### src/rtl/assert_macros.svh
// Assertion macros shared by the path unit RTL.
`ifndef ASSERT_MACROS_SVH
`define ASSERT_MACROS_SVH

// Same-cycle implication, checked on every rising edge outside reset.
`define RGAP_ASSERT_IMP(lbl, clk, rstn, ante, cons, msg) \
  lbl: assert property (@(posedge clk) disable iff (!rstn) (ante) |-> (cons)) \
    else $error(msg);

// Next-cycle implication, checked on every rising edge outside reset.
`define RGAP_ASSERT_NXT(lbl, clk, rstn, ante, cons, msg) \
  lbl: assert property (@(posedge clk) disable iff (!rstn) (ante) |=> (cons)) \
    else $error(msg);

`endif

### src/rtl/rgap_pkg.sv
// Shared types, constants and helpers of the radius graph path unit.
package rgap_pkg;

  localparam int FIELD_W = 16;
  localparam int CFG_W   = 38;
  localparam int OIDX_W  = 6;
  localparam int COST_W  = 32;

  localparam logic REQ_LOAD  = 1'b0;
  localparam logic REQ_QUERY = 1'b1;

  typedef struct packed {
    logic                      req_type;
    logic                      first_node;
    logic signed [FIELD_W-1:0] pos_x;
    logic signed [FIELD_W-1:0] pos_y;
    logic signed [FIELD_W-1:0] pos_z;
    logic signed [FIELD_W-1:0] goal_x;
    logic signed [FIELD_W-1:0] goal_y;
    logic signed [FIELD_W-1:0] goal_z;
  } in_t;

  typedef struct packed {
    logic                      found;
    logic [OIDX_W-1:0]         node_index;
    logic signed [FIELD_W-1:0] out_x;
    logic signed [FIELD_W-1:0] out_y;
    logic signed [FIELD_W-1:0] out_z;
    logic                      last;
  } out_t;

  // Add two path costs, clamping at the all-ones value.
  function automatic logic [COST_W-1:0] sat_add(logic [COST_W-1:0] a, logic [COST_W-1:0] b);
    logic [COST_W:0] s;
    s = {1'b0, a} + {1'b0, b};
    return s[COST_W] ? {COST_W{1'b1}} : s[COST_W-1:0];
  endfunction

endpackage

### src/rtl/rgap_dist.sv
// Squared Euclidean distance unit: one shared multiplier, one axis a cycle.
module rgap_dist import rgap_pkg::*; #(
  parameter int CW = 16
) (
  input  logic                 clk_i,
  input  logic                 rst_ni,
  input  logic                 start_i,
  input  logic [3*CW-1:0]      a_i,
  input  logic [3*CW-1:0]      b_i,
  output logic                 done_o,
  output logic [2*CW+3:0]      d2_o
);

  localparam int DW  = CW + 1;
  localparam int SQW = 2*CW + 4;

  logic [DW-1:0]  dx_q, dy_q, dz_q;
  logic [DW-1:0]  ax, ay, az;
  logic [1:0]     step_q;
  logic           busy_q, done_q;
  logic [SQW-1:0] acc_q;
  logic [DW-1:0]  sel;
  logic [2*DW-1:0] sq;

  function automatic logic [DW-1:0] abs_diff(logic [CW-1:0] a, logic [CW-1:0] b);
    logic signed [DW-1:0] d;
    d = $signed({a[CW-1], a}) - $signed({b[CW-1], b});
    return d[DW-1] ? DW'(-d) : DW'(d);
  endfunction

  // Form absolute differences per axis
  assign ax = abs_diff(a_i[3*CW-1:2*CW], b_i[3*CW-1:2*CW]);
  assign ay = abs_diff(a_i[2*CW-1:CW],   b_i[2*CW-1:CW]);
  assign az = abs_diff(a_i[CW-1:0],      b_i[CW-1:0]);

  // Pick the axis of this step and square it
  always_comb begin
    unique case (step_q)
      2'd0:    sel = dx_q;
      2'd1:    sel = dy_q;
      default: sel = dz_q;
    endcase
    sq = sel * sel;
  end

  // Latch operands, then accumulate one square a cycle
  always_ff @(posedge clk_i or negedge rst_ni) begin
    if (!rst_ni) begin
      busy_q <= 1'b0;
      done_q <= 1'b0;
      step_q <= '0;
      acc_q  <= '0;
      dx_q   <= '0;
      dy_q   <= '0;
      dz_q   <= '0;
    end else begin
      done_q <= 1'b0;
      if (start_i) begin
        dx_q   <= ax;
        dy_q   <= ay;
        dz_q   <= az;
        acc_q  <= '0;
        step_q <= '0;
        busy_q <= 1'b1;
      end else if (busy_q) begin
        acc_q  <= acc_q + SQW'(sq);
        step_q <= step_q + 2'd1;
        if (step_q == 2'd2) begin
          busy_q <= 1'b0;
          done_q <= 1'b1;
        end
      end
    end
  end

  assign done_o = done_q;
  assign d2_o   = acc_q;

endmodule

### config.mk
export PLATFORM = sky130hd
export DESIGN_NAME = rgap_dist
export DESIGN_NICKNAME = d
export VERILOG_FILES = /design/src/rtl/assert_macros.svh /design/src/rtl/rgap_pkg.sv /design/src/rtl/rgap_dist.sv
export SDC_FILE = /design/constraint.sdc
export NUM_CORES = 1
export LEC_CHECK = 0
export ABC_AREA = 1
export BUFFER_PORTS_ARGS = -buffer_cell sky130_fd_sc_hd__buf_4
export CORE_MARGIN = 2
export CORE_UTILIZATION = 50
export CTS_CLUSTER_SIZE = 25
export DETAILED_ROUTE_END_ITERATION = 6
export HOLD_SLACK_MARGIN = 0.12
export MAX_ROUTING_LAYER = met4
export PLACE_DENSITY_LB_ADDON = 0.1
export SETUP_SLACK_MARGIN = 0.15
export SYNTH_ARGS = -nofsm -noshare
export SYNTH_HDL_FRONTEND = slang
export SYNTH_SLANG_ARGS = --single-unit
### constraint.sdc
create_clock -name clk_i -period 15.46 [get_ports clk_i]
set_input_delay 3.092 -clock clk_i [delete_from_list [all_inputs] [get_ports clk_i]]
set_output_delay 3.092 -clock clk_i [all_outputs]
set_load 0.005 [all_outputs]
# Yosys cells after proc, flatten, opt, wreduce, memory -nomap -nowiden
# Index checks and enable logic that the tools add are counted.
[totals]
register_bits = 91
input_bits = 99
output_inout_bits = 37
elab_cells = 34
[classes]
add_sub_neg = 8
multipliers = 1
eq_ne = 2
n_mux = 14
n_reduce_logical = 2
[op_table]
columns = ["cell", "count"]
rows = [
  ["$mux 36", 2],
  ["$mux 17", 3],
  ["$neg 17->17", 3],
  ["$sub 16x16->17", 3],
  ["$add 36x34->36", 1],
  ["$mul 17x17->34", 1],
  ["$pmux 17 s2", 1],
  ["$mux 1", 6],
  ["$mux 2", 2],
  ["$add 2x1->2 const B", 1],
  ["$eq 2x1->1 const B", 1],
  ["$eq 2x2->1 const B", 1],
  ["$logic_not 2->1", 1],
  ["$reduce_bool 2->1", 1],
]

# Logic depth before layout (Yosys ltp)
[logic_depth]
word_depth = 6
ltp_mapped = 32
ltp_nobuf = 31

# Worst setup path after synthesis
# No wires, ideal clock.
[synth_path]
path_kind = "reg-to-reg"
start = "register step_q[0]"
end = "register acc_q[24], in the netlist d2_o[24]"
setup_time_ps = 118
t_arrival_ps = 6277
required_time_ps = 15342
path_slack_ps = 9065
path_stages_with_launch = 30
path_buffers = 2
period_less_slack_ps = 6395
cell_sequence = "dfrtp_1 > inv_1 > ha_1 > nor2_1 > buf_2 > nand2_1 > o221ai_1 > buf_2 > nand2_1 > fa_1 > inv_1 > fa_1 > inv_1 > fa_1 > inv_1 > fa_1 > fa_1 > inv_1 > fa_1 > inv_1 > ha_1 > nand2_1 > nor2_1 > nand3_1 > nand2_1 > nand2_1 > o21a_1 > or2_2 > nand3_1 > nand2_1"
[synth_via]
elab_chain_len = 6
elab_cells_between_ends = 7
classes_between = "1 x add/sub; 1 x mul; 1 x eq/ne; 3 x mux; 1 x reduce/logical"
[synth_lines]
columns = ["item", "line", "source"]
rows = [
  ["start, declared", "rgap_dist.sv:19", "logic [1:0] step_q;"],
  ["start signal, assigned", "rgap_dist.sv:67", "step_q <= step_q + 2'd1;"],
  ["$eq 2x1->1 / $logic_not 2->1 (equally long branches)", "rgap_dist.sv:38", "unique case (step_q)"],
  ["$pmux 17 s2 (*)", "rgap_dist.sv:38", ""],
  ["$mul 17x17->34 (*)", "rgap_dist.sv:43", "sq = sel * sel;"],
  ["$add 36x34->36 (*)", "rgap_dist.sv:66", "acc_q <= acc_q + SQW'(sq);"],
  ["$mux 36 (*)", "rgap_dist.sv:65", "end else if (busy_q) begin"],
  ["$mux 36 (*)", "rgap_dist.sv:58", "if (start_i) begin"],
  ["end signal, assigned", "rgap_dist.sv:66", ""],
  ["end, declared", "rgap_dist.sv:21", "logic [SQW-1:0] acc_q;"],
]
# Mark *: on every way between the ends. The rest lies on a longest branch, timed or not. The select of a mux whose other input is x is not followed.
# A chain may end at the register's enable or synchronous reset.

# Worst setup path in the final report
[layout_path]
start = "register step_q[0]"
end = "register acc_q[34], in the netlist d2_o[34]"
# The elaborated chain is that of the path after synthesis.

==> run_results.csv <==
group,metric,value,unit
routing,drc,0,
clocking,htreeDepth,3,
finish,final_cell_mix,"671 x inv_1, 669 x nand2_1, 224 x fa_1",
synth,synth_warnings,0,
synth,syn-cell-area,17540,um^2
routing,wl,45.03,mm
floorplanning,die_h,191.3,um
synth,postSynthAreaPerCell,7.105,um^2
synth,syn_inst,2469,
routing,wl_per_cell,14.83,um
floorplanning,row_count,68,
clocking,cts_tree,"done",
routing,vias_per_cell,4.957,
global_route,grt_pass1_vias,15254,
sta,setup_viol,0,
sta,max-slew-margin-rel,29.47,%
floorplanning,io_pins,136,
global_route,overflow,0,
clocking,cts_setup_buffers,0,
finish,syn_to_final_growth,9.764,%
synth,synth_seq_cells,91,
critical_path,critPathKind,"register to register",
critical_path,cp_data_arrival_time,8.22,ns
sta,tns,0,ns
clocking,cts_hold_buf,0,
worst_hold_path,holdPathStages,2,
sta,finalMaxSlewViolations,0,
synth,synth_cell_types,55,
sta,worstMarginPinSlew,1.054,ns
routing,first_iter_violations,842,
placement,hpwl,38.33,mm
routing,num_vias,15050,
critical_path,crit_family,"adder cells",
sta,rsz0062_at_grt,"no",
global_route,grt_pass1_wl,75.58,mm
sta,max_freq,125.7,MHz
critical_path,cp_slowest_cell,"nor2_1",
run,cap_violations,0,
clocking,insertion_delay,0.38,ns
sta,hold_viol,0,
finish,fin_util,55.74,%
synth,syn-num-nets,2958,
global_route,antenna_found_initial,0,
sta,period_share,51.44,%
clocking,cts.sinks,91,
critical_path,worst-path-buf-inv,7,
finish,fill_cells,3420,
worst_hold_path,hold_class,"register to register",
sta,fin_skew,0.01683,ns
finish,multi_input_area,12460,um^2
finish,n_antenna_cell,0,
clocking,cts.root.buffer_cell,"clkbuf_16",
finish,drive_above_1_share,7.904,%
floorplanning,start_util,50.79,%
sta,min_period,7.953,ns
placement,gp_congestion,0.9056,
critical_path,reg2reg_slack,7.51,ns
clocking,cts_resized,0,
worst_hold_path,hp-start,"dx_q[9]",
critical_path,path_common_cell,"inv_1",
global_route,grt_usage,26.80,%
clocking,ctsLongestPathBuffers,2,
critical_path,slowest_delay,0.85,ns
critical_path,r2r_cells,27,
finish,nets,3065,
floorplanning,die_w,191.3,um
floorplanning,die_area,36600,um^2
synth,synth-seq-area-share,12.98,%
critical_path,critPathLaunchType,"register",
clocking,path_clk_slew,0.09,ns
critical_path,reg2reg_from,"step_q[0]",
run_status,status,"complete, no violations",
global_route,grt_max_degree,58,
routing,dr.pass1.iters,5,
critical_path,cp.required,15.73,ns
floorplanning,core,34540,um^2
finish,register_area,2277,um^2
routing,ant_nets,0,
critical_path,crit_fanout,17,
finish,final_common_cell,"inv_1",
critical_path,timing.rr.end,"d2_o[34]",
worst_hold_path,whs_endpoint,"dx_q[9]",
placement,io_buffers,135,
clocking,cts_buffers,9,
critical_path,cp-end-kind,"register",
-- layer usage --
metal,vias to the layer above,routed length (um),GRT usage [%]
li1,7581,-,-
met2,329,21050,43.72
met5,-,0,-
met4,0,1044,6.568
met3,57,1984,3.396
met1,7083,20950,35.54
-- cell type report --
cell class                 instances  share of cell area (%)
clock buffer                       9                   1.170
tap                              455                   2.956
multi-input combinational       1652                   64.70
sequential                        91                   11.83
clock inverter                     7                  0.5328
inverter                         680                   13.28
timing repair buffer             142                   5.536
-- how the worst max path moves through the flow --
stage          depth (start not counted)  slack [ns]       from  endpoint
3_3_place_gp                          28        7.75  step_q[0]  d2_o[28]
3_5_place_dp                          27        7.65  step_q[0]  d2_o[34]
5_1_grt                               25        7.11  step_q[0]  d2_o[34]
2_1_floorplan                         29        9.06  step_q[0]  d2_o[24]
4_1_cts                               27        7.61  step_q[0]  d2_o[34]
6_report                              27        7.51  step_q[0]  d2_o[34]
-- worst min-delay path: stages, from the launching register on --
cell	delay, ns
dfrtp_1	0.35
nand2_1	0.06
nand2_1	0.06
-- sequential cells by signal, indices dropped and copies added (netlist names) --
name / count
busy_q: 1
dy_q: 17
dx_q: 17
step_q: 2
done_o: 1
d2_o: 36
dz_q: 17
-- cells in the mapped netlist, drive strengths merged --
library cell	instances	area (um^2)
ha	166	2077
o21a	5	37.54
a21o	7	52.55
o22ai	11	68.82
o21ai	85	425.4
buf	20	130.1
a21boi	2	15.02
dfrtp	91	2277
xnor2	27	244.0
a31oi	3	18.77
a22oi	1	7.510
inv	673	2526
o2111ai	1	8.760
fa	224	4484
nor3	13	65.06
dlygate4sd1	1	8.760
xor2	26	235.2
or2	5	31.28
o21bai	7	52.55
a21oi	92	475.5
and2	7	45.05
and3	1	6.260
o211a	1	10.01
nor2	112	445.4
a31o	1	8.760
a22o	9	78.83
nand4	18	118.9
nand2	682	2603
o211ai	7	57.55
clkbuf	25	113.9
o221ai	2	17.52
nand3b	13	97.59
nand3	122	650.6
nor4	1	6.260
clkinv	7	31.28
mux2	1	11.26
-- cell families after synthesis --
logic type | after synthesis | synth area share [%]
AND/OR/NAND/NOR | 974 | 23.19
buffers and inverters | 726 | 16.02
AO/OA/AOI/OAI | 234 | 7.610
XOR/XNOR | 53 | 2.732
flip-flops | 91 | 12.98
multiplexers | 1 | 0.06418
adder cells (fa/ha/maj) | 390 | 37.40
-- through the flow --
| stage | cell area, um^2 | worst slack (ns) | instances | hold slack, ns |
|---|---|---|---|---|
| 6_report | 19260 | 7.507 | 3036 | 0.4898 |
| 5_1_grt | 19260 | 7.107 | 3036 | 0.5227 |
| 4_1_cts | 19260 | 7.611 | 3036 | 0.4924 |
| 3_5_place_dp | 18930 | 7.645 | 3020 | 0.4723 |
| 3_3_place_gp | 18930 | 7.749 | 3020 | 0.4741 |
| 2_1_floorplan | 17540 | 9.065 | 2469 | 0.4489 |
Power is left out: the tool's default activity adds up to more than one toggle a clock period on the data nets, which glitch-free logic cannot reach.
