### src/rtl/assert_macros.svh
// Assertion macros shared by the path unit RTL.
`ifndef ASSERT_MACROS_SVH
`define ASSERT_MACROS_SVH

// Same-cycle implication, checked on every rising edge outside reset.
`define RGAP_ASSERT_IMP(lbl, clk, rstn, ante, cons, msg) \
  lbl: assert property (@(posedge clk) disable iff (!rstn) (ante) |-> (cons)) \
    else $error(msg);

// Next-cycle implication, checked on every rising edge outside reset.
`define RGAP_ASSERT_NXT(lbl, clk, rstn, ante, cons, msg) \
  lbl: assert property (@(posedge clk) disable iff (!rstn) (ante) |=> (cons)) \
    else $error(msg);

`endif

### src/rtl/rgap_pkg.sv
// Shared types, constants and helpers of the radius graph path unit.
package rgap_pkg;

  localparam int FIELD_W = 16;
  localparam int CFG_W   = 38;
  localparam int OIDX_W  = 6;
  localparam int COST_W  = 32;

  localparam logic REQ_LOAD  = 1'b0;
  localparam logic REQ_QUERY = 1'b1;

  typedef struct packed {
    logic                      req_type;
    logic                      first_node;
    logic signed [FIELD_W-1:0] pos_x;
    logic signed [FIELD_W-1:0] pos_y;
    logic signed [FIELD_W-1:0] pos_z;
    logic signed [FIELD_W-1:0] goal_x;
    logic signed [FIELD_W-1:0] goal_y;
    logic signed [FIELD_W-1:0] goal_z;
  } in_t;

  typedef struct packed {
    logic                      found;
    logic [OIDX_W-1:0]         node_index;
    logic signed [FIELD_W-1:0] out_x;
    logic signed [FIELD_W-1:0] out_y;
    logic signed [FIELD_W-1:0] out_z;
    logic                      last;
  } out_t;

  // Add two path costs, clamping at the all-ones value.
  function automatic logic [COST_W-1:0] sat_add(logic [COST_W-1:0] a, logic [COST_W-1:0] b);
    logic [COST_W:0] s;
    s = {1'b0, a} + {1'b0, b};
    return s[COST_W] ? {COST_W{1'b1}} : s[COST_W-1:0];
  endfunction

endpackage

### src/rtl/rgap_isqrt.sv
// Iterative floor square root, one result bit a cycle.
module rgap_isqrt import rgap_pkg::*; #(
  parameter int VW = 36
) (
  input  logic              clk_i,
  input  logic              rst_ni,
  input  logic              start_i,
  input  logic [VW-1:0]     val_i,
  output logic              done_o,
  output logic [VW/2-1:0]   root_o
);

  localparam int RW = VW / 2;
  localparam int SW = $clog2(RW);

  logic [VW-1:0]   val_q;
  logic [RW+1:0]   rem_q;
  logic [RW-1:0]   root_q;
  logic [SW-1:0]   step_q;
  logic            busy_q, done_q;
  logic [RW+3:0]   rem_sh, trial;
  logic            take;

  // Bring down two bits and try the next root bit
  always_comb begin
    rem_sh = {rem_q, val_q[VW-1:VW-2]};
    trial  = (RW+4)'({root_q, 2'b01});
    take   = (rem_sh >= trial);
  end

  always_ff @(posedge clk_i or negedge rst_ni) begin
    if (!rst_ni) begin
      busy_q <= 1'b0;
      done_q <= 1'b0;
      step_q <= '0;
      val_q  <= '0;
      rem_q  <= '0;
      root_q <= '0;
    end else begin
      done_q <= 1'b0;
      if (start_i) begin
        val_q  <= val_i;
        rem_q  <= '0;
        root_q <= '0;
        step_q <= '0;
        busy_q <= 1'b1;
      end else if (busy_q) begin
        val_q  <= {val_q[VW-3:0], 2'b00};
        rem_q  <= take ? (RW+2)'(rem_sh - trial) : rem_sh[RW+1:0];
        root_q <= {root_q[RW-2:0], take};
        step_q <= step_q + SW'(1);
        if (step_q == SW'(RW-1)) begin
          busy_q <= 1'b0;
          done_q <= 1'b1;
        end
      end
    end
  end

  assign done_o = done_q;
  assign root_o = root_q;

endmodule

### config.mk
export PLATFORM = sky130hd
export DESIGN_NAME = rgap_isqrt
export DESIGN_NICKNAME = d
export VERILOG_FILES = /design/src/rtl/assert_macros.svh /design/src/rtl/rgap_pkg.sv /design/src/rtl/rgap_isqrt.sv
export SDC_FILE = /design/constraint.sdc
export NUM_CORES = 1
export LEC_CHECK = 0
export BUFFER_PORTS_ARGS = -buffer_cell sky130_fd_sc_hd__buf_4
export CAP_MARGIN = 10
export CORE_MARGIN = 2
export CORE_UTILIZATION = 50
export DETAILED_ROUTE_END_ITERATION = 16
export MAX_ROUTING_LAYER = met4
export PLACE_DENSITY = 0.77
export SLEW_MARGIN = 20
export SYNTH_ARGS = -nofsm -noshare
export SYNTH_HDL_FRONTEND = slang
export SYNTH_SLANG_ARGS = --single-unit
### constraint.sdc
create_clock -name clk_i -period 4.6 [get_ports clk_i]
set_clock_uncertainty 0.2 [all_clocks]
set_input_delay 0.69 -clock clk_i [delete_from_list [all_inputs] [get_ports clk_i]]
set_output_delay 0.69 -clock clk_i [all_outputs]
set_load 0.02 [all_outputs]
After elaboration in Yosys (flattened, before gate mapping)
Cells that the tools add are included.
{"block": "classes", "reduce_logical": 1, "n_mux": 15, "addsub": 2, "eq_ne": 1, "n_lt_le_gt_ge": 1}
{"op": "36-bit 2-to-1 mux", "n": 2}
{"op": "20-bit 2-to-1 mux", "n": 3}
{"op": "18-bit 2-to-1 mux", "n": 2}
{"op": "22-bit by 20-bit greater-or-equal comparator with 1-bit output", "n": 1}
{"op": "20-bit subtractor", "n": 1}
{"op": "5-bit 2-to-1 mux", "n": 2}
{"op": "1-bit 2-to-1 mux", "n": 6}
{"op": "5-bit by 1-bit adder with 5-bit output (second input constant)", "n": 1}
{"op": "5-bit == test (second input constant)", "n": 1}
{"op": "2-bit nonzero test", "n": 1}
{"block": "totals", "input_bits": 39, "reg_bits": 81}

Logic depth before layout (Yosys ltp)
Gate-level depths: netlist of run 1.
{"block": "logic_depth", "word_depth": 4, "depth_mapped": 10}

Worst setup path before layout of run 1
Ideal clock, no wire load.
{"block": "synth_path", "path_type": "reg2reg", "start": "register root_q[5] (netlist: root_o[5])", "end": "register rem_q[18]", "arrival_ns": 2.571, "path_stages_with_launch": 10, "slack_ns": 1.714, "t_required_ns": 4.284, "path_cell_list": "dfrtp_1 -> inv_1 -> ha_1 -> a211oi_2 -> o21bai_2 -> or4_4 -> a21oi_4 -> and2b_2 -> xnor2_1 -> o311ai_0"}
{"block": "synth_between", "elab_chain_cells": 4}
{"item": "start, declared", "line": "rgap_isqrt.sv:18", "text": "logic [RW-1:0] root_q;"}
{"item": "start signal, assigned", "line": "rgap_isqrt.sv:50", "text": "root_q <= {root_q[RW-2:0], take};"}
{"item": "20-bit subtractor / 22-bit by 20-bit greater-or-equal comparator with 1-bit output (equally long branches)", "line": "rgap_isqrt.sv:49, rgap_isqrt.sv:28"}
{"item": "20-bit 2-to-1 mux (*)", "line": "rgap_isqrt.sv:49", "text": "rem_q <= take ? (RW+2)'(rem_sh - trial) : rem_sh[RW+1:0];"}
{"item": "20-bit 2-to-1 mux (*)", "line": "rgap_isqrt.sv:47", "text": "end else if (busy_q) begin"}
{"item": "20-bit 2-to-1 mux (*)", "line": "rgap_isqrt.sv:41", "text": "if (start_i) begin"}
{"item": "end signal, assigned", "line": "rgap_isqrt.sv:49"}
{"item": "end, declared", "line": "rgap_isqrt.sv:17", "text": "logic [RW+1:0] rem_q;"}
Every way passes the cells marked *; elsewhere a longest branch is shown, timed or not. The select of a mux whose other input is x is not followed.
A chain may end at the register's enable or synchronous reset.

Worst setup path in the final report of run 1
{"block": "layout_path", "start": "register root_q[5] (netlist: root_o[5])", "end": "register rem_q[0]"}
{"block": "layout_between", "elab_chain_cells": 4}
{"item": "22-bit by 20-bit greater-or-equal comparator with 1-bit output", "line": "rgap_isqrt.sv:28", "text": "take = (rem_sh >= trial);"}
{"item": "20-bit 2-to-1 mux", "line": "rgap_isqrt.sv:49"}
{"item": "20-bit 2-to-1 mux", "line": "rgap_isqrt.sv:47"}
{"item": "20-bit 2-to-1 mux", "line": "rgap_isqrt.sv:41"}
Every way passes these cells. The select of a mux whose other input is x is not followed.

==> reports/results.tsv, run 1 <==
stage	metric	value	unit
cts	clock_sinks	81	
setup_path	path_cells	inv_1 > ha_1 > a211oi_2 > o21bai_2 > or4_4 > a21oi_4 > o21ai_2 > nor4b_1 > a311o_1	
power_and_ir_drop	finalPower	2.901	mW
layout	nets	622	
drt	dr.pass1.iters	4	
yosys	synth_cells	521	
die	start_util	51.00	%
place	port_buffers	57	
job	cap_violations	0	
drt	wl_met3	400	um
setup_path	cp_slowest_cell	or4_4	
grt	grt_pass1_vias	3653	
yosys	ys_types	61	
sta	fin_crit_sh	65.58	%
die	coreArea	0.009639	mm^2
drt	viasPerCell	5.462	
die	ios	58	
hold_path	hold_path.class	input port to asynchronous set/reset pin	
yosys	yosysWarningCount	0	
power_and_ir_drop	power_density	524.0	mW/mm^2
drt	wl_met1	4686	um
yosys	synth_edf_count	0	
power_and_ir_drop	ir_drop	227.8	uV
place	place_ws	1.605	ns
setup_path	worstSetupStartpoint	root_o[5]	
grt	grt-ovfl-total	0	
layout	design_area	0.005537	mm^2
setup_path	crit_fanout	17	
yosys	ys_async_sr_fraction	100.0	%
sta	period_minus_slack	3.017	ns
sta	worst_slack	1.583	ns
die	die_area	0.01064	mm^2
setup_path	cp-start-kind	flop	
grt	grt_usage	20.47	%
setup_path	worst_ep_required_time	4.70	ns
grt	grt_pass1_wl	16780	um
cts	clk-insertion-delay-late	0.36	ns
yosys	synthTopCellsByArea	dfrtp_1, mux2i_1, nand2_1, ha_1, o21ai_0	
sta	setup_viol	0	
drt	ant_nets	0	
sta	hold_viol	0	
power_and_ir_drop	power.leakage	2.820	nW
yosys	synth_top_cells_by_count	dfrtp_1, nand2_1, mux2i_1	
yosys	synth.top_cell.area_share	41.23	%
setup_path	r2r-start	root_o[5]	
drt	met2_wirelength	4675	um
yosys	ys_ff_latch	81	
yosys	synth_nets	582	
yosys	yosys.area.top_type	dfrtp_1	
drt	vias	3818	
cts	clockRootBuffer	clkbuf_8	
drt	wirelength	9917	um
place	place_hpwl	6605	um
die	rows	36	
setup_path	cp-end-kind	flop	
drt	routed.top_layer	met4	
die	die_h	103.2	um
sta	tightest_slew	0.8834	ns
sta	rsz0062_at_grt	no	
cts	cts-htree-levels	3	
cts	cts_tree	yes	
setup_path	path_class	flop to flop	
status	status	finished clean	
yosys	synthFlopType	dfrtp_1	
place	gp_congestion	0.8292	
sta	drv_slew	0	
die	die_w	103.2	um
drt	drtIter0Drc	214	
cts	cts_hold_buf	0	
yosys	yosysSeqAreaShare	41.23	%
drt	routedWlPerCell	14.19	um
sta	fmax	331.5	MHz
yosys	yosysMostFrequentCell	dfrtp_1	
layout	fin_util	57.44	%
setup_path	cpPeakStageDelay	0.54	ns
layout	drive_gt1_share	18.55	%
cts	postCtsSetupBuffers	0	
sta	max_slew_margin	41.10	%
sta	setup_tns	0	ns
cts	ctsResizeCount	0	
cts	clockBufferDepth	2	
layout	diodes	0	
yosys	syn_area_per_cell	9.436	um^2
setup_path	cp_data_arrival_time	3.12	ns
grt	grt_max_degree	122	
yosys	syn_area	0.004916	mm^2
grt	antenna_found_initial	0	
cts	cts.reportedPaths.clkPinSlew	0.08	ns
cts	cts_made_buffers	9	
drt	route.detailed.drc	0	
layout	syn2layout_area_growth	12.62	%
place	placed_area	0.005346	mm^2
-- state kept, by name, indices dropped and copies added, names as in the netlist --
signal and cells:
val_q 36, rem_q 20, step_q 5, done_o 1, busy_q 1, root_o 18
-- path summary, 6_finish.rpt --
| path | slack [ns] | cells after the start | end |
|---|---|---|---|
| max | 1.58 | 9 | rem_q[0] |
| max in group asynchronous | 3.47 | 1 | busy_q |
| min reg2reg | 0.36 | 2 | rem_q[17] |
| max reg2reg | 1.58 | 9 | rem_q[0] |
| min in group clk_i | 0.33 | 3 | val_q[11] |
| min | 0.15 | 1 | root_o[4] |
-- area by class of cell --
cell class	count	area, um^2
sequential	81	2031
fill	893	4103
tap	133	166.4
clock inverter	3	23.77
clock buffer	13	158.9
multi-input combinational	386	2620
inverter	25	93.84
timing repair buffer	58	442.9
-- critical path, delay by kind of cell, from the launching register on --
family	cells	cell delay, ns
compound gates	5	1.04
fa+ha+maj	1	0.38
buf+inv	1	0.06
flops	1	0.38
simple gates	2	0.89
-- power by group --
| group | total [mW] | internal [mW] | switching [mW] |
|---|---|---|---|
| Combinational | 1.51 | 0.677 | 0.837 |
| Clock | 0.489 | 0.228 | 0.261 |
| Sequential | 0.898 | 0.817 | 0.0810 |
-- layer usage --
layer / track usage (%) / vias up
met1: 26.60 / 1809
met2: 32.12 / 78
met5: - / -
met3: 3.729 / 17
met4: 7.490 / 0
li1: - / 1914
-- through the flow --
stage	hold slack, ns	std cells
2_1_floorplan	0.1944	521
3_3_place_gp	0.3220	683
3_5_place_dp	0.3339	683
4_1_cts	0.3106	699
5_1_grt	0.2209	699
6_report	0.1526	699
-- layout by cell type (no fill, tap or decap), drive strengths merged, types with 8 or more instances in the layout --
cell type	n
ha	22
dfrtp	81
buf	58
mux2i	51
xor2	9
nand2b	9
inv	26
nand2	77
a21o	8
a311oi	14
clkbuf	13
xnor2	8
nor2	50
a21oi	18
o21ai	47
-- logic make-up (layout without fill, tap and decap cells) --
| group | after synthesis | after routing | share of synthesized area (%) |
|---|---|---|---|
| flops | 81 | 81 | 41.23 |
| buf+inv | 54 | 99 | 5.472 |
| xor+xnor | 17 | 17 | 3.029 |
| mux | 51 | 51 | 10.38 |
| compound gates | 118 | 118 | 17.54 |
| simple gates | 178 | 178 | 16.75 |
| fa+ha+maj | 22 | 22 | 5.599 |
Power figures use the tool's default switching activity.
==> run 2, diff against run 1 <==
--- a/config.mk
+++ b/config.mk
@@ -5,13 +5,14 @@
 export SDC_FILE = /design/constraint.sdc
 export NUM_CORES = 1
 export LEC_CHECK = 0
+export ABC_AREA = 1
 export BUFFER_PORTS_ARGS = -buffer_cell sky130_fd_sc_hd__buf_4
 export CAP_MARGIN = 10
 export CORE_MARGIN = 2
 export CORE_UTILIZATION = 50
 export DETAILED_ROUTE_END_ITERATION = 16
 export MAX_ROUTING_LAYER = met4
-export PLACE_DENSITY = 0.77
+export PLACE_DENSITY = 0.8
 export SLEW_MARGIN = 20
 export SYNTH_ARGS = -nofsm -noshare
 export SYNTH_HDL_FRONTEND = slang
==> constraint.sdc (replaced) <==
create_clock -name clk_i -period 2.5 [get_ports clk_i]
set_clock_uncertainty 0.2 [all_clocks]
set_input_delay 0.375 -clock clk_i [delete_from_list [all_inputs] [get_ports clk_i]]
set_output_delay 0.375 -clock clk_i [all_outputs]
set_load 0.02 [all_outputs]
==> reports/results.tsv, run 2 <==
stage	metric	value	unit	change
grt	busiest_layer	met2		
layout	largest_register_ffs	36		unchanged
setup_path	cp-start-kind	flop		
die	die_w	104.7	um	+1.5%
cts	clockBufferDepth	2		unchanged
yosys	yosysSeqAreaShare	40.00	%	-1.2 points
job	cap_violations	0		unchanged
cts	cts-htree-levels	3		unchanged
cts	clk-insertion-delay-late	0.36	ns	about the same
die	start_util	51.61	%	+0.61 points
place	gp_congestion	1.053		+27%
drt	vias	4688		+23%
yosys	yosysMostFrequentCell	nand2_1		
yosys	ys_ff_latch	81		unchanged
layout	fin_util	59.58	%	+2.1 points
layout	layout_commonest_cell	nand2_1		
die	die_h	104.7	um	+1.5%
drt	drtIter0Drc	231		+7.9%
status	status	finished clean		
yosys	synth_nets	743		+28%
setup_path	r2r_slack	0.13	ns	-1.45 ns
yosys	synth_cells	682		+31%
setup_path	cp-end-kind	flop		
drt	dr.pass1.iters	5		+1
grt	grt_pass1_wl	21300	um	+27%
power_and_ir_drop	power_density	1086	mW/mm^2	+110%
sta	fin_crit_sh	94.72	%	+29 points
drt	wirelength	12510	um	+26%
power_and_ir_drop	ir_drop	428.7	uV	+88%
hold_path	hold_path.class	input port to flop		
yosys	synth.top_cell.area_share	40.00	%	-1.2 points
yosys	yosysWarningCount	0		unchanged
sta	setup_viol	0		unchanged
setup_path	worst_ep_required_time	2.52	ns	-2.18 ns
sta	drv_slew	0		unchanged
drt	routedWlPerCell	14.34	um	+1.1%
die	coreArea	0.009819	mm^2	+1.9%
grt	grt_usage	24.70	%	+4.2 points
sta	tightest_slew	0.6646	ns	-0.2188 ns
sta	period_minus_slack	2.368	ns	-0.6486 ns
setup_path	crit_fanout	16		-1
yosys	synth_top_cells_by_count	nand2_1, inv_1, dfrtp_1		
sta	rsz0062_at_grt	no		
sta	fmax	422.3	MHz	+27%
drt	ant_nets	0		unchanged
layout	drive_gt1_share	15.97	%	-2.6 points
grt	met3_usage	4.492	%	+0.76 points
grt	use_met2	41.69	%	+9.6 points
die	ios	58		unchanged
layout	nets	797		+28%
yosys	synth_edf_count	0		unchanged
grt	grt_max_degree	46		-62%
layout	syn2layout_area_growth	15.46	%	
layout	diodes	0		unchanged
die	rows	36		unchanged
yosys	synthTopCellsByArea	dfrtp_1, nand2_1, inv_1, ha_1, o211ai_1		
place	place_hpwl	9195	um	+39%
sta	max_slew_margin	55.42	%	+14 points
cts	clockRootBuffer	clkbuf_8		
place	port_buffers	57		unchanged
grt	grt-ovfl-total	0		unchanged
yosys	ys_types	37		-39%
grt	antenna_found_initial	0		unchanged
yosys	syn_area_per_cell	7.430	um^2	-21%
sta	hold_viol	0		unchanged
yosys	synthFlopType	dfrtp_1		
setup_path	cp_data_arrival_time	2.39	ns	-0.73 ns
grt	grt_pass1_vias	4769		+31%
yosys	ys_async_sr_fraction	100.0	%	unchanged
drt	route.detailed.drc	0		unchanged
drt	viasPerCell	5.376		-1.6%
yosys	yosys.area.top_type	dfrtp_1		
setup_path	path_class	flop to flop		
power_and_ir_drop	power.leakage	3.055	nW	+8.3%
layout	regMostFlops	val_q		
sta	setup_tns	0	ns	unchanged
grt	grt_use_met1	29.64	%	+3.0 points
cts	cts_made_buffers	9		unchanged
cts	cts_tree	yes		
cts	clock_sinks	81		unchanged
yosys	syn_area	0.005067	mm^2	+3.1%
die	die_area	0.01096	mm^2	+3.0%
layout	final_cell_mix	nand2_1, inv_1, dfrtp_1		
cts	cts.reportedPaths.clkPinSlew	0.08	ns	about the same
cts	postCtsSetupBuffers	0		unchanged
-- run 2: worst paths after layout --
| path | from | to | cells past startpoint |
|---|---|---|---|
| worst min-delay path | val_i[1] | val_q[1] | 3 |
| min in group asynchronous | rst_ni | root_o[11] | 2 |
| max in group asynchronous | rst_ni | val_q[33] | 3 |
| worst min register to register | rem_q[18] | rem_q[18] | 2 |
| worst max register to register | root_o[15] | rem_q[0] | 13 |
| worst max-delay path | root_o[15] | rem_q[0] | 13 |
-- run 2: logic make-up (layout without fill, tap and decap cells) --
| family | Yosys count | in the layout | share of synthesized area [%] |
|---|---|---|---|
| DFF | 81 | 81 | 40.00 |
| buffers and inverters | 145 | 202 | 11.70 |
| xor gates and xnor gates | 9 | 9 | 1.556 |
| adders and majority gates | 22 | 22 | 5.432 |
| AOI/OAI and AO/OA | 122 | 122 | 14.35 |
| and+or+nand+nor | 303 | 303 | 26.96 |
-- run 2: final cells by class --
class	instances	area [um^2]
fill	915	3969
timing repair buffer	70	551.8
sequential	81	2027
clock inverter	2	38.79
multi-input combinational	456	2469
tap	133	166.4
clock buffer	12	155.1
inverter	118	442.9
-- run 2: through the flow --
step                      setup WS (ns)  area [um^2]  instances  hold WS (ns)  power [mW]
final                            0.1320         5851        872       0.02600       6.351
after global routing            0.01076         5851        872       0.02594       6.909
after CTS                       0.06649         5818        872       0.01104       6.221
after detailed placement        0.09582         5614        857        0.2169       5.204
after global placement           0.1796         5614        857        0.2163       5.101
after floorplan                  0.2623         5067        682       -0.1206       4.452
-- run 2: layer usage --
metal	part of all wire, %	vias to the layer above
met1	43	2181
met4	2.8	0
li1	-	2296
met2	48	165
met3	5.9	46
met5	0	-
-- run 2: where the power goes --
part / switching [mW] / leakage, nW / internal, mW
combinational: 2.36 / 1.95 / 1.32
sequential: 0.157 / 1.00 / 1.54
clock: 0.475 / 0.0985 / 0.508
total: 2.99 / 3.05 / 3.36
-- run 2: worst max-delay path, cell delays in order (launching register included) --
cell     delay, ns
dfrtp_1       0.35
inv_1         0.07
ha_1          0.38
nand2_1       0.16
inv_1         0.05
nand2_1       0.06
nand2_1       0.07
nand2_1       0.09
o21ai_2       0.07
nor2_4        0.21
buf_6         0.23
nand3_1       0.10
nand3_1       0.09
o21ai_0       0.10
-- run 2: what timing repair did --
item / CTS / global route
hold buffers: 1 / 0
gates resized for setup: 0 / 7
setup endpoints to repair: 0 / 15
endpoints found under the hold margin: 42 / 0
==> run 3, diff against run 2 <==
--- a/config.mk
+++ b/config.mk
@@ -11,7 +11,6 @@
 export CORE_MARGIN = 2
 export CORE_UTILIZATION = 50
 export DETAILED_ROUTE_END_ITERATION = 16
-export MAX_ROUTING_LAYER = met4
 export PLACE_DENSITY = 0.8
 export SLEW_MARGIN = 20
 export SYNTH_ARGS = -nofsm -noshare
==> reports/results.tsv, run 3 (synthesis gave the netlist of run 2 again) <==
stage	metric	value	unit	change
status	status	finished clean		
cts	clock_sinks	81		unchanged
setup_path	cpPeakStageDelay	0.38	ns	about the same
drt	met2_wirelength	6126	um	+1.1%
place	gp_congestion	0.9442		-10%
cts	cts_made_buffers	9		unchanged
drt	wirelength	12650	um	+1.2%
power_and_ir_drop	internal_power	3.585	mW	+6.7%
drt	route.detailed.drc	0		unchanged
power_and_ir_drop	power.leakage	3.084	nW	+0.95%
die	ios	58		unchanged
layout	layout_commonest_cell	nand2_1		
sta	fin_crit_sh	93.65	%	-1.1 points
grt	antenna_found_initial	0		unchanged
die	rows	36		unchanged
power_and_ir_drop	sw_frac_of_total	45.88	%	-1.2 points
cts	postCtsSetupBuffers	0		unchanged
layout	nets	794		-0.38%
place	placed_area	0.005617	mm^2	about the same
cts	cts-htree-levels	3		unchanged
sta	setup_viol	0		unchanged
die	die_area	0.01096	mm^2	unchanged
setup_path	crit_fanout	15		-1
sta	tightest_slew	0.6824	ns	+0.01778 ns
sta	period_minus_slack	2.341	ns	-0.02671 ns
cts	cts.reportedPaths.clkPinSlew	0.09	ns	about the same
grt	grt_pass1_vias	4655		-2.4%
setup_path	cp_data_arrival_time	2.38	ns	about the same
drt	dr.pass1.iters	5		unchanged
layout	diodes	0		unchanged
drt	wl_met1	5578	um	+4.1%
drt	vias	4628		-1.3%
drt	routed.top_layer	met4		
layout	instances_no_fill	871		-0.11%
sta	fmax	427.1	MHz	+1.1%
cts	clockBufferDepth	2		unchanged
setup_path	cp-end-kind	flop		
place	dpl.cell_count	854		-0.35%
sta	max_slew_margin	54.23	%	-1.2 points
drt	drtIter0Drc	359		+55%
setup_path	cp-start-kind	flop		
drt	viasPerCell	5.313		-1.2%
layout	largest_register_ffs	36		unchanged
grt	grt_max_degree	86		+87%
place	place_hpwl	9194	um	about the same
sta	whs	0.01798	ns	-0.008015 ns
setup_path	crit_top_cell	nand2_1		
setup_path	path_class	flop to flop		
setup_path	path_cells	inv_1 > ha_1 > nand2_1 > inv_1 > nand2_1 > nand2_1 > nand2_1 > o21ai_2 > nor2_4 > buf_6 > nand3_1 > nand3_1 > o21ai_0		
drt	routedWlPerCell	14.53	um	+1.3%
die	coreArea	0.009819	mm^2	unchanged
setup_path	worst_ep_required_time	2.54	ns	+0.02 ns
die	die_w	104.7	um	unchanged
layout	design_area	0.005937	mm^2	+1.5%
cts	clockRootBuffer	clkbuf_8		
power_and_ir_drop	switchingPower	3.039	mW	+1.6%
sta	drv_slew	0		unchanged
job	cap_violations	0		unchanged
place	port_buffers	57		unchanged
die	die_h	104.7	um	unchanged
power_and_ir_drop	power_frac_comb	56.0	%	-1.9 points
place	place_ws	0.09574	ns	-0.00008310 ns
grt	grt_usage	24.24	%	-0.46 points
layout	regMostFlops	val_q		
setup_path	timing.rr.end	rem_q[2]		
layout	final_cell_mix	nand2_1, inv_1, dfrtp_1		
power_and_ir_drop	finalPower	6.624	mW	+4.3%
power_and_ir_drop	ir_drop	478.6	uV	+12%
layout	drive_gt1_share	16.40	%	+0.43 points
grt	grt_pass1_wl	21510	um	+1.0%
die	start_util	51.61	%	unchanged
drt	ant_nets	0		unchanged
layout	syn2layout_area_growth	17.16	%	
power_and_ir_drop	power_density	1116	mW/mm^2	+2.8%
setup_path	r2r_slack	0.16	ns	+0.03 ns
setup_path	r2r_cells	13		unchanged
sta	hold_viol	0		unchanged
setup_path	cp_slowest_cell	dfrtp_1		
cts	clk-insertion-delay-late	0.37	ns	about the same
setup_path	worstSetupStartpoint	root_o[14]		
drt	wl_met3	638	um	-14%
setup_path	r2r-start	root_o[14]		
cts	cts_tree	yes		
grt	grt-ovfl-total	0		unchanged
setup_path	critical_path.endpoint	rem_q[2]		
power_and_ir_drop	sequentialPowerShare	25.7	%	-0.9 points
sta	worst_slack	0.1587	ns	+0.02671 ns
power_and_ir_drop	p_clk_share	18.3	%	+2.8 points
hold_path	hold_path.class	input port to flop		
==> run 3: changes by cell type in the layout (fill, tap and decap cells not counted), sizes merged <==
cell / delta
clkbuf: -2
buf: -3
bufinv: +2
inv: +2
==> run 3: layer usage <==
layer	track usage [%]	vias to the layer above
met2	40.29	137
met1	31.80	2176
met4	10.00	0
met3	3.493	25
li1	-	2290
met5	0	-
==> run 3: cell type report <==
cell class / count / area (um^2)
multi-input cells: 456 / 2496
repair buffers: 67 / 554.3
fillers: 896 / 3882
clock inverters: 6 / 112.6
flip-flops and latches: 81 / 2027
well taps: 133 / 166.4
clock buffers: 10 / 137.6
inverters: 118 / 442.9
==> run 3: worst min-delay path by stage <==
| stage | startpoint | end | slack (ns) | depth (start not counted) |
|---|---|---|---|---|
| 6_report | val_i[1] | val_q[1] | 0.02 | 3 |
| 5_1_grt | val_i[1] | val_q[1] | 0.009 | 3 |
| 2_1_floorplan | rst_ni | busy_q | -0.12 | 0 |
| 3_3_place_gp | rst_ni | root_o[7] | 0.15 | 1 |
| 4_1_cts | val_i[1] | val_q[1] | 0.009 | 3 |
| 3_5_place_dp | rst_ni | root_o[7] | 0.15 | 1 |
==> run 3: what timing repair did <==
| action | 4_1_cts | 5_1_grt |
|---|---|---|
| setup endpoints to repair | 0 | 18 |
| hold endpoints to repair | 32 | 0 |
| resized for setup | 0 | 10 |
| hold buffers | 1 | 0 |
==> run 3: power groups by stage <==
stage          registers [mW]  logic, mW  clock network, mW
6_report                 1.70       3.71               1.21
3_3_place_gp             1.70       3.44                  0
3_5_place_dp             1.71       3.53                  0
4_1_cts                  1.69       3.57               1.22
5_1_grt                  1.72       4.19               1.28
2_1_floorplan            1.68       2.78                  0
==> run 3: stage by stage <==
step | util (%) | TNS (ns)
5_1_grt | 60.46 | -0.002587
3_5_place_dp | 57.20 | 0
6_report | 60.46 | 0
2_1_floorplan | - | 0
4_1_cts | 59.85 | 0
3_3_place_gp | 57.20 | 0
==> run 3: critical path: cells and delay by family, from the launching register on <==
| kind | cells | cell delay [ns] |
|---|---|---|
| compound gates | 2 | 0.16 |
| buf+inv | 3 | 0.36 |
| flops | 1 | 0.38 |
| simple gates | 7 | 0.73 |
| fa+ha+maj | 1 | 0.38 |
